`src/design/mbbs_pkg.sv`:
```
// ----------------------------------------------------------------------------
// mbbs_pkg
// Shared types for the mesh bounding box and sphere block: the command and
// status groups between the controller and the datapath.
// ----------------------------------------------------------------------------
package mbbs_pkg;

	typedef struct packed {
		logic vtx_upd;
		logic store_wr;
		logic calc_box;
		logic scan_rd;
		logic sqrt_start;
		logic sqrt_step;
		logic out_load;
		logic mesh_clr;
	} cmd_t;

	typedef struct packed {
		logic busy;
	} status_t;

endpackage

```
`src/design/mbbs_ctrl.sv`:
```
// ----------------------------------------------------------------------------
// mbbs_ctrl
// Controller: vertex count, store addressing, scan and square-root sequencing,
// overflow flag and result handshake.
// ----------------------------------------------------------------------------
module mbbs_ctrl #(
	parameter int MAX_VERTICES = 1024,
	parameter int POS_WIDTH    = 16,
	parameter int AW           = 10
) (
	input  logic                clk,
	input  logic                arst_n,
	input  logic                in_valid,
	input  logic                in_last,
	output logic                in_ready,
	input  logic                out_ready,
	output logic                out_valid,
	output logic                out_ovf,
	output mbbs_pkg::cmd_t      cmd,
	output logic [AW-1:0]       addr,
	input  mbbs_pkg::status_t   status
);

	localparam int CW = $clog2(MAX_VERTICES + 1);
	localparam int SW = (POS_WIDTH > 1) ? $clog2(POS_WIDTH) : 1;
	localparam logic [CW-1:0] CNT_MAX = CW'(MAX_VERTICES);
	localparam logic [SW-1:0] STEP_LAST = SW'(POS_WIDTH - 1);

	localparam logic [2:0] S_LOAD = 3'd0;
	localparam logic [2:0] S_BOX  = 3'd1;
	localparam logic [2:0] S_SCAN = 3'd2;
	localparam logic [2:0] S_SQRT = 3'd3;
	localparam logic [2:0] S_DONE = 3'd4;

	logic [2:0]    state_q;
	logic [CW-1:0] count_q;
	logic [CW-1:0] idx_q;
	logic [SW-1:0] step_q;
	logic          ovf_q;
	logic          ovf_out_q;
	logic          out_valid_q;
	logic          in_acc;

	assign in_ready  = (state_q == S_LOAD);
	assign in_acc    = in_valid && in_ready;
	assign out_valid = out_valid_q;
	assign out_ovf   = ovf_out_q;

	always_comb begin
		cmd  = '0;
		addr = '0;
		case (state_q)
			S_LOAD: begin
				if (in_acc) begin
					cmd.vtx_upd = 1'b1;
					if (count_q != CNT_MAX) begin
						cmd.store_wr = 1'b1;
						addr         = count_q[AW-1:0];
					end
				end
			end
			S_BOX: begin
				cmd.calc_box = 1'b1;
			end
			S_SCAN: begin
				if (idx_q < count_q) begin
					cmd.scan_rd = 1'b1;
					addr        = idx_q[AW-1:0];
				end else if (!status.busy) begin
					cmd.sqrt_start = 1'b1;
				end
			end
			S_SQRT: begin
				cmd.sqrt_step = 1'b1;
			end
			S_DONE: begin
				if (!out_valid_q || out_ready) begin
					cmd.out_load = 1'b1;
					cmd.mesh_clr = 1'b1;
				end
			end
			default: begin
				cmd = '0;
			end
		endcase
	end

	always_ff @(posedge clk or negedge arst_n) begin
		if (!arst_n) begin
			state_q     <= S_LOAD;
			count_q     <= '0;
			idx_q       <= '0;
			step_q      <= '0;
			ovf_q       <= 1'b0;
			ovf_out_q   <= 1'b0;
			out_valid_q <= 1'b0;
		end else begin
			if (cmd.out_load) begin
				out_valid_q <= 1'b1;
			end else if (out_ready) begin
				out_valid_q <= 1'b0;
			end
			case (state_q)
				S_LOAD: begin
					if (in_acc) begin
						if (count_q != CNT_MAX) begin
							count_q <= count_q + CW'(1);
						end else begin
							ovf_q <= 1'b1;
						end
						if (in_last) begin
							state_q <= S_BOX;
						end
					end
				end
				S_BOX: begin
					idx_q   <= '0;
					state_q <= S_SCAN;
				end
				S_SCAN: begin
					if (cmd.scan_rd) begin
						idx_q <= idx_q + CW'(1);
					end else if (cmd.sqrt_start) begin
						step_q  <= STEP_LAST;
						state_q <= S_SQRT;
					end
				end
				S_SQRT: begin
					if (step_q == '0) begin
						state_q <= S_DONE;
					end else begin
						step_q <= step_q - SW'(1);
					end
				end
				S_DONE: begin
					if (cmd.out_load) begin
						ovf_out_q <= ovf_q;
						ovf_q     <= 1'b0;
						count_q   <= '0;
						state_q   <= S_LOAD;
					end
				end
				default: begin
					state_q <= S_LOAD;
				end
			endcase
		end
	end

endmodule

```
`config.mk`:
```
export PLATFORM = sky130hd
export DESIGN_NAME = mbbs_ctrl
export DESIGN_NICKNAME = d
export VERILOG_FILES = /design/src/design/mbbs_pkg.sv /design/src/design/mbbs_ctrl.sv
export SDC_FILE = /design/constraint.sdc
export NUM_CORES = 1
export LEC_CHECK = 0
export BUFFER_PORTS_ARGS = -buffer_cell sky130_fd_sc_hd__buf_2
export CELL_PAD_IN_SITES_DETAIL_PLACEMENT = 2
export CELL_PAD_IN_SITES_GLOBAL_PLACEMENT = 2
export CORE_AREA = 5 5 84 86
export DETAILED_ROUTE_END_ITERATION = 6
export DIE_AREA = 0 0 89 91
export GPL_TIMING_DRIVEN = 1
export PLACE_DENSITY_LB_ADDON = 0.1
export SLEW_MARGIN = 20
export SYNTH_ARGS = -nofsm -noshare
export SYNTH_HDL_FRONTEND = slang
export SYNTH_SLANG_ARGS = --single-unit
export TNS_END_PERCENT = 1
```
`constraint.sdc`:
```
create_clock -name clk -period 3.6 [get_ports clk]
set_clock_uncertainty 0.1 [all_clocks]
set_input_delay 0.72 -clock clk [delete_from_list [all_inputs] [get_ports clk]]
set_output_delay 0.72 -clock clk [all_outputs]
set_load 0.005 [all_outputs]
```
# After elaboration in Yosys (flattened, before gate mapping)
# Cells that the tools add are included.
# op_classes
add_sub_neg	3
n_lt_le_gt_ge	1
n_eq_ne	15
muxes	38
reduce_logical	15
# ops
op	n
2-to-1 mux 11 bit	4
case mux 11 bit (2 select lines)	2
2-to-1 mux 10 bit	3
adder 11 x 1 -> 11 bit, second input constant	2
case mux 10 bit (2 select lines)	1
2-to-1 mux 3 bit	6
inequality test 2 bit, second input constant	8
case mux 3 bit (5 select lines)	1
2-to-1 mux 4 bit	3
AND reduction 4 bit	3
less-than comparator 11 bit	1
2-to-1 mux 1 bit	11
inequality test 11 bit, second input constant	1
2-to-1 mux 2 bit	5
case mux 4 bit (2 select lines)	1
nonzero test 2 bit	4
== test 3 x 2 -> 1 bit, second input constant	2
AND reduction 6 bit	1
zero test 4 bit	1
inequality test 2 x 1 -> 1 bit, second input constant	2
AND reduction 2 bit	2
subtractor 4 x 1 -> 4 bit, second input constant	1
== test 3 x 1 -> 1 bit, second input constant	1
== test 3 bit, second input constant	1
5 further kinds	5
# word_totals
reg_bits	32
word_cells	79

# Longest topological paths before layout
# Gate-level depths: netlist (run 1).
# depth
depth_word	6
ltp_mapped	8

# Least setup slack after synthesis (run 1)
# OpenSTA, ideal clock, no wires.
# synth_timing
path_type	register to output
from	reg count_q[7]
to	out addr[1]
arrival_ns	2.079
t_required_ns	2.780
path_slack_ns	0.701
stages_incl_launch_ff	9
path_buffers	1
path_cell_list	dfrtp_1 inv_1 ha_1 and3_1 a221oi_1 o21ai_1 a21oi_1 buf_2 a22o_1
# synth_between
elab_chain_cells	4
elab_cells_between_ends	6
cone_classes	1 x order compare; 1 x eq/ne; 4 x mux
# synth_lines
item	line_no	rtl
start, declared	mbbs_ctrl.sv:36	logic [CW-1:0] count_q;
start signal, assigned	mbbs_ctrl.sv:107	count_q <= count_q + CW'(1);
branches (longest 3 deep; another with less-than comparator 11 bit)	-	
case mux 10 bit (2 select lines) *	mbbs_ctrl.sv:52	case (state_q)
end, declared	mbbs_ctrl.sv:20	output logic [AW-1:0] addr,
# Every way passes the cells marked *.

# Final worst setup path (run 1)
# layout_timing
from	reg count_q[7]
to	out addr[6]
# Same word-level chain as after synthesis.

==> results of run 1 <==
[per-stage QoR]
step | worst slack [ps] | cells | hold WS, ps | cell area, µm²
finish | 242.6 | 347 | 405.1 | 2511
global route | 29.74 | 347 | 449.9 | 2511
CTS | 218.7 | 347 | 417.5 | 2511
detailed placement | 569.6 | 339 | 397.0 | 2400
global placement | 619.7 | 339 | 395.8 | 2400
floorplan | 701.4 | 238 | 324.4 | 2158
[worst max-delay path by stage]
stage / to / slack, ps / depth (start not counted)
6_report: addr[6] / 240 / 9
3_3_place_gp: addr[1] / 620 / 9
5_1_grt: addr[6] / 30 / 9
2_1_floorplan: addr[1] / 700 / 8
4_1_cts: addr[1] / 220 / 9
3_5_place_dp: addr[1] / 570 / 9
[power groups by stage]
stage | Sequential [mW] | Clock, mW | Combinational, mW
final | 0.626 | 0.360 | 0.715
after global routing | 0.648 | 0.382 | 0.810
after global placement | 0.624 | 0 | 0.693
after CTS | 0.624 | 0.369 | 0.729
after floorplan | 0.566 | 0 | 0.506
after detailed placement | 0.629 | 0 | 0.725
[cells by family (layout without fill, tap and decap cells)]
| family | Yosys count | count (layout) | share of synthesized area, % |
|---|---|---|---|
| and+or+nand+nor | 92 | 92 | 23.19 |
| AOI/OAI and AO/OA | 55 | 55 | 19.01 |
| DFF | 32 | 32 | 37.10 |
| buffers and inverters | 28 | 60 | 5.217 |
| adders and majority gates | 14 | 14 | 8.116 |
| xor gates and xnor gates | 11 | 11 | 4.464 |
| muxes | 6 | 6 | 2.899 |
[routing by layer]
metal / up-vias / wire [µm] / global-route usage, % / part of all wire [%]
met5: - / 0 / 0 / 0
met4: 0 / 61 / 3.722 / 0.90
met3: 6 / 153 / 3.348 / 2.3
met2: 17 / 3417 / 29.58 / 50
met1: 1009 / 3160 / 23.53 / 47
li1: 927 / - / - / -
[cell usage in the layout, fill, tap and decap left out, drive strengths merged, types with 3 or more instances in the layout]
master,instances
nor2,17
buf,34
ha,14
a22o,11
xnor2,9
nor4,6
nand2b,3
a21oi,13
a31oi,4
mux2i,4
nand4,5
a21o,4
o21ai,8
clkbuf,5
a2111o,6
and3,6
nor3,6
nand3,11
inv,17
dfrtp,32
nand2,25
[layout make-up]
type / instances / area, µm² / share of cell area, %
Clock inverter: 3 / 42.54 / 1.694
Tap cell: 77 / 96.34 / 3.837
Multi-Input combinational cell: 178 / 1245 / 49.58
Clock buffer: 5 / 68.82 / 2.740
Sequential cell: 32 / 800.8 / 31.89
Inverter: 18 / 67.56 / 2.691
Timing Repair Buffer: 34 / 190.2 / 7.573
[state kept, by name (all words and copies together) (netlist names)]
register	flops
out_valid	1
state_q	3
step_q	4
out_ovf	1
count_q	11
idx_q	11
ovf_q	1
==> qor.txt, run 1 <==
Reg2Reg Depth -> 9
Async SR Flop Fraction -> 100.0%
Sw Share -> 42.20%
max-cap violations -> 0
Post-CTS Setup Inserts -> 0
hold buffer count at cts -> 0
die height -> 91 µm
global-route wire length before repair -> 11.04 mm
Yosys reg bits -> 32
largest net degree at the start of global routing -> 33
DRT iter0 DRCs -> 65
initial core utilization -> 34.79%
Hold Crit Class -> input pin to async pin
clk slew on worst S/H paths -> 80 ps
top post-synthesis cells by area -> dfrtp_1 37%, ha_1 8.1%, a22o_1 4.5%
Post-synth top cells -> 32 x dfrtp_1, 25 x nand2_1, 17 x nor2_1
Cell variety after synth -> 48
Leak -> 1.214 nW
antenna diode count -> 0
slowest library cell on the worst path -> dfrtp_1
Critical Path RT -> 2780 ps
vias in the first global route -> 2094
post_cts resized -> 0
number of remaining DRC errors -> 0
fill count -> 714
min cycle time layout -> 3357 ps
Max Transition Viols Final -> 0
final setup fails -> 0
die boundary width -> 89 µm
Clk pwr share -> 21.2%
relative slew slack -> 47.34%
Post-Route WL -> 6.793 mm
CTS Buf Count -> 5
Cells after Synth -> 238
Net Sw Power -> 718.2 µW
Syn-to-layout area delta -> 16.35%
CTS tree -> yes
layout cells sized above 1 -> 19.63%
Syn Nets -> 258
Final Util -> 40.47%
antenna viol nets, final -> 0
gpl congestion -> 0.7582
H-tree levels -> 2
clk_lat worst skew -> 290 ps
Worst VDD drop -> 0.2470 mV
Seq pwr share -> 36.8%
vias per cell -> 5.646
Pre-antenna DRT Iters -> 4
status -> finished, final reports clean
gr usage total -> 17.65%
critical path startpoint category -> flip-flop
top_reg_cell synth -> dfrtp_1
Critical Path End Type -> primary output
reg2reg setup slack -> 1110 ps
row count -> 29
RSZ-0062 raised after global routing -> false
Seq/Total Area, Yosys -> 37.10%
GR Overflow Total -> 0
P_int -> 983.7 µW
critical path peak fanout -> 12
Post-synth EDFFs -> 0
antenna violations before repair -> 0
Tot Pwr -> 1.702 mW
Worst EP arrival -> 2540 ps
post-synth top area share -> 37.10%
cell family with most CP delay -> compound AO/OA/AOI/OAI gates
Mapped Area -> 2158 µm²
fin nets -> 289
most common cell in the synthesized netlist -> dfrtp_1
Tcrit/Tclk final -> 93.26%
setup_tns -> 0 ps
Setup CP Type -> flip-flop to primary output
I/O pin cnt -> 27
core area -> 6205 µm²
worst path bufs/invs -> 3
Via Count -> 1959
final hold violations -> 0
dpl hpwl -> 4.936 mm
area leader, netlist -> dfrtp_1
clk buf depth -> 2
Synthesis Warnings -> 0
crit path cell chain -> inv_1 -> ha_1 -> and3_1 -> a221oi_1 -> o21ai_1 -> a21oi_1 -> buf_4 -> a22o_1 -> buf_2
buffers added on ports -> 26
Worst Setup SP -> count_q[7]
Worst-Margin Slew -> 790.0 ps
Pwr Density -> 677.7 nW/µm²
Comb power frac -> 42.0%
Worst path max stage delay -> 460 ps
die area -> 8099 µm²
Root Buffer -> clkbuf_8
Fmax -> 297.9 MHz
syn_area_per_cell -> 9.069 µm²
Worst R2R End -> step_q[1]
clk sinks -> 32
Avg WL per Cell -> 19.58 µm
launch point of the worst reg-to-reg path -> count_q[7]
Note: power is estimated with default switching activity, not from simulation.
==> inputs of run 2 (changes only) <==
Settings changed: ABC_AREA set to 1, CORE_AREA 5 5 84 86 to 4 4 89 91, DIE_AREA 0 0 89 91 to 0 0 93 95.
==> run 2 against run 1 <==
Cell area is 4.6% higher. Total power is 57% lower. Sequential cell count stayed put. Cell count is 30% higher. Largest cell class unchanged. Synthesized area is 6.0% higher. Wire length is 5.3% higher. Utilization is 3.7 points lower. Setup slack better by 96 ps. Global-route usage is 0.22 points lower.
==> qor.txt, run 2 <==
initial core utilization -> 32.07%
Critical Path End Type -> primary output
Largest regs -> count_q (11), idx_q (11), step_q (4)
final hold violations -> 0
syn_area_per_cell -> 7.151 µm²
Leak -> 1.422 nW
status -> finished, final reports clean
crit path cell chain -> inv_1 -> ha_1 -> nand2_1 -> nand2_1 -> a21oi_1 -> nand3_1 -> nor2_2 -> nand2_1 -> o21ai_0 -> buf_2
relative slew slack -> 46.92%
Worst VDD drop -> 0.1231 mV
most frequent cells in the layout -> 105 x nand2_1, 38 x inv_1, 32 x dfrtp_1
Syn-to-layout area delta -> 14.76%
Tcrit/Tclk final -> 90.58%
Post-CTS Setup Inserts -> 0
Fmax -> 306.7 MHz
Pre-antenna DRT Iters -> 3
Yosys reg bits -> 32
launch point of the worst reg-to-reg path -> count_q[8]
top post-synthesis cells by area -> dfrtp_1 35%, nand2_1 17%, ha_1 7.7%
clk_lat worst skew -> 290 ps
CTS Buf Count -> 5
post-synth top area share -> 34.99%
most used cell along the critical path -> nand2_1
antenna diode count -> 0
fill count -> 913
GR Overflow Total -> 0
buffers added on ports -> 26
hold buffer count at cts -> 0
critical path peak fanout -> 6
fin nets -> 370
layout cells sized above 1 -> 16.24%
setup_tns -> 0 ps
gr usage total -> 17.44%
Worst EP arrival -> 2440 ps
reg2reg setup slack -> 1360 ps
vias per cell -> 4.809
die area -> 8835 µm²
clk sinks -> 32
min cycle time layout -> 3261 ps
die height -> 95 µm
gpl congestion -> 0.7887
worst hold start -> step_q[3]
CTS tree -> yes
antenna violations before repair -> 0
die boundary width -> 93 µm
Post-synth EDFFs -> 0
top_reg_cell synth -> dfrtp_1
DRT iter0 DRCs -> 52
post_cts resized -> 0
Reg2Reg Depth -> 10
Worst-Margin Slew -> 796.1 ps
H-tree levels -> 2
I/O pin cnt -> 27
most common cell in the synthesized netlist -> nand2_1
Hold Path Sink -> step_q[3]
Post-Route WL -> 7.151 mm
Syn Nets -> 340
hold depth -> 2
Hold WS -> 404.5 ps
vias in the first global route -> 2394
Cell variety after synth -> 28
commonest non-fill, non-tap cell in the layout -> nand2_1
critical path startpoint category -> flip-flop
Synthesis Warnings -> 0
Avg WL per Cell -> 15.89 µm
Pwr Density -> 276.6 nW/µm²
Post-synth top cells -> 105 x nand2_1, 38 x inv_1, 32 x dfrtp_1
final setup fails -> 0
Setup CP Type -> flip-flop to primary output
Max Transition Viols Final -> 0
Mapped Area -> 2288 µm²
Root Buffer -> clkbuf_8
Worst R2R End -> idx_q[0]
area leader, netlist -> dfrtp_1
global-route wire length before repair -> 11.87 mm
Hold Crit Class -> flip-flop to flip-flop
row count -> 31
Cells after Synth -> 320
RSZ-0062 raised after global routing -> false
Seq/Total Area, Yosys -> 34.99%
Async SR Flop Fraction -> 100.0%
Via Count -> 2164
dpl hpwl -> 5.503 mm
Critical Path RT -> 2780 ps
largest net degree at the start of global routing -> 33
max-cap violations -> 0
number of remaining DRC errors -> 0
clk buf depth -> 2
Worst path max stage delay -> 380 ps
slowest library cell on the worst path -> dfrtp_1
clk slew on worst S/H paths -> 70 ps
antenna viol nets, final -> 0
core area -> 7137 µm²
## run 2: area by class of cell
class | count | area (µm²) | share of cell area, %
Clock buffer | 6 | 72.57 | 2.763
Timing Repair Buffer | 26 | 130.1 | 4.955
Tap cell | 99 | 123.9 | 4.717
Clock inverter | 2 | 35.03 | 1.334
Inverter | 46 | 175.2 | 6.670
Multi-Input combinational cell | 239 | 1289 | 49.07
Sequential cell | 32 | 800.8 | 30.49
## run 2: worst max-delay path by stage
| stage | from | to | slack, ps | depth (start not counted) |
|---|---|---|---|---|
| 3_3_place_gp | count_q[9] | addr[3] | 800 | 10 |
| 2_1_floorplan | count_q[8] | addr[0] | 1170 | 9 |
| 5_1_grt | count_q[8] | addr[3] | 180 | 10 |
| 4_1_cts | count_q[8] | addr[3] | 340 | 10 |
| 6_report | count_q[8] | addr[3] | 340 | 10 |
| 3_5_place_dp | count_q[8] | addr[3] | 680 | 10 |
## run 2: logic make-up (layout without fill, tap and decap cells)
family                     Yosys count  count (layout)  synth area share, %
DFF                                 32              32                34.99
xor gates and xnor gates            13              13                4.975
buffers and inverters               49              80                8.694
AOI/OAI and AO/OA                   31              31                7.217
muxes                                1               1               0.4920
adders and majority gates           14              14                7.655
and+or+nand+nor                    180             180                35.98
## run 2: worst max-delay path: cells and delay by family, from the launching register on
| kind | cells | cell delay, ps |
|---|---|---|
| compound gates | 2 | 420 |
| simple gates | 5 | 720 |
| fa+ha+maj | 1 | 280 |
| flops | 1 | 380 |
| buf+inv | 2 | 340 |
## run 2: report_power, final
part           total, mW  internal, mW  switching (mW)  leakage, nW
Clock              0.355         0.206           0.149       0.0552
Sequential         0.360         0.360        0.000304        0.389
Combinational     0.0118       0.00233         0.00947        0.978
Total              0.726         0.568           0.159         1.42
## run 2: per-layer routing
metal	part of all wire [%]	wire length [µm]	global-route usage, %	vias up
li1	-	-	-	1077
met1	46	3302	21.67	1065
met2	51	3667	31.73	15
met5	0	0	0	-
met3	1.4	98	1.912	7
met4	1.1	82	5.128	0
## run 2: stage by stage
step / power (mW) / worst slack, ps / utilization, % / area, µm² / instances
2_1_floorplan: 0.3682 / 1168 / - / 2288 / 320
3_3_place_gp: 0.3795 / 798.2 / 35.29 / 2519 / 442
3_5_place_dp: 0.3798 / 680.8 / 35.29 / 2519 / 442
4_1_cts: 0.7378 / 338.2 / 36.80 / 2626 / 450
5_1_grt: 0.7555 / 178.9 / 36.80 / 2626 / 450
6_report: 0.7265 / 339.1 / 36.80 / 2626 / 450
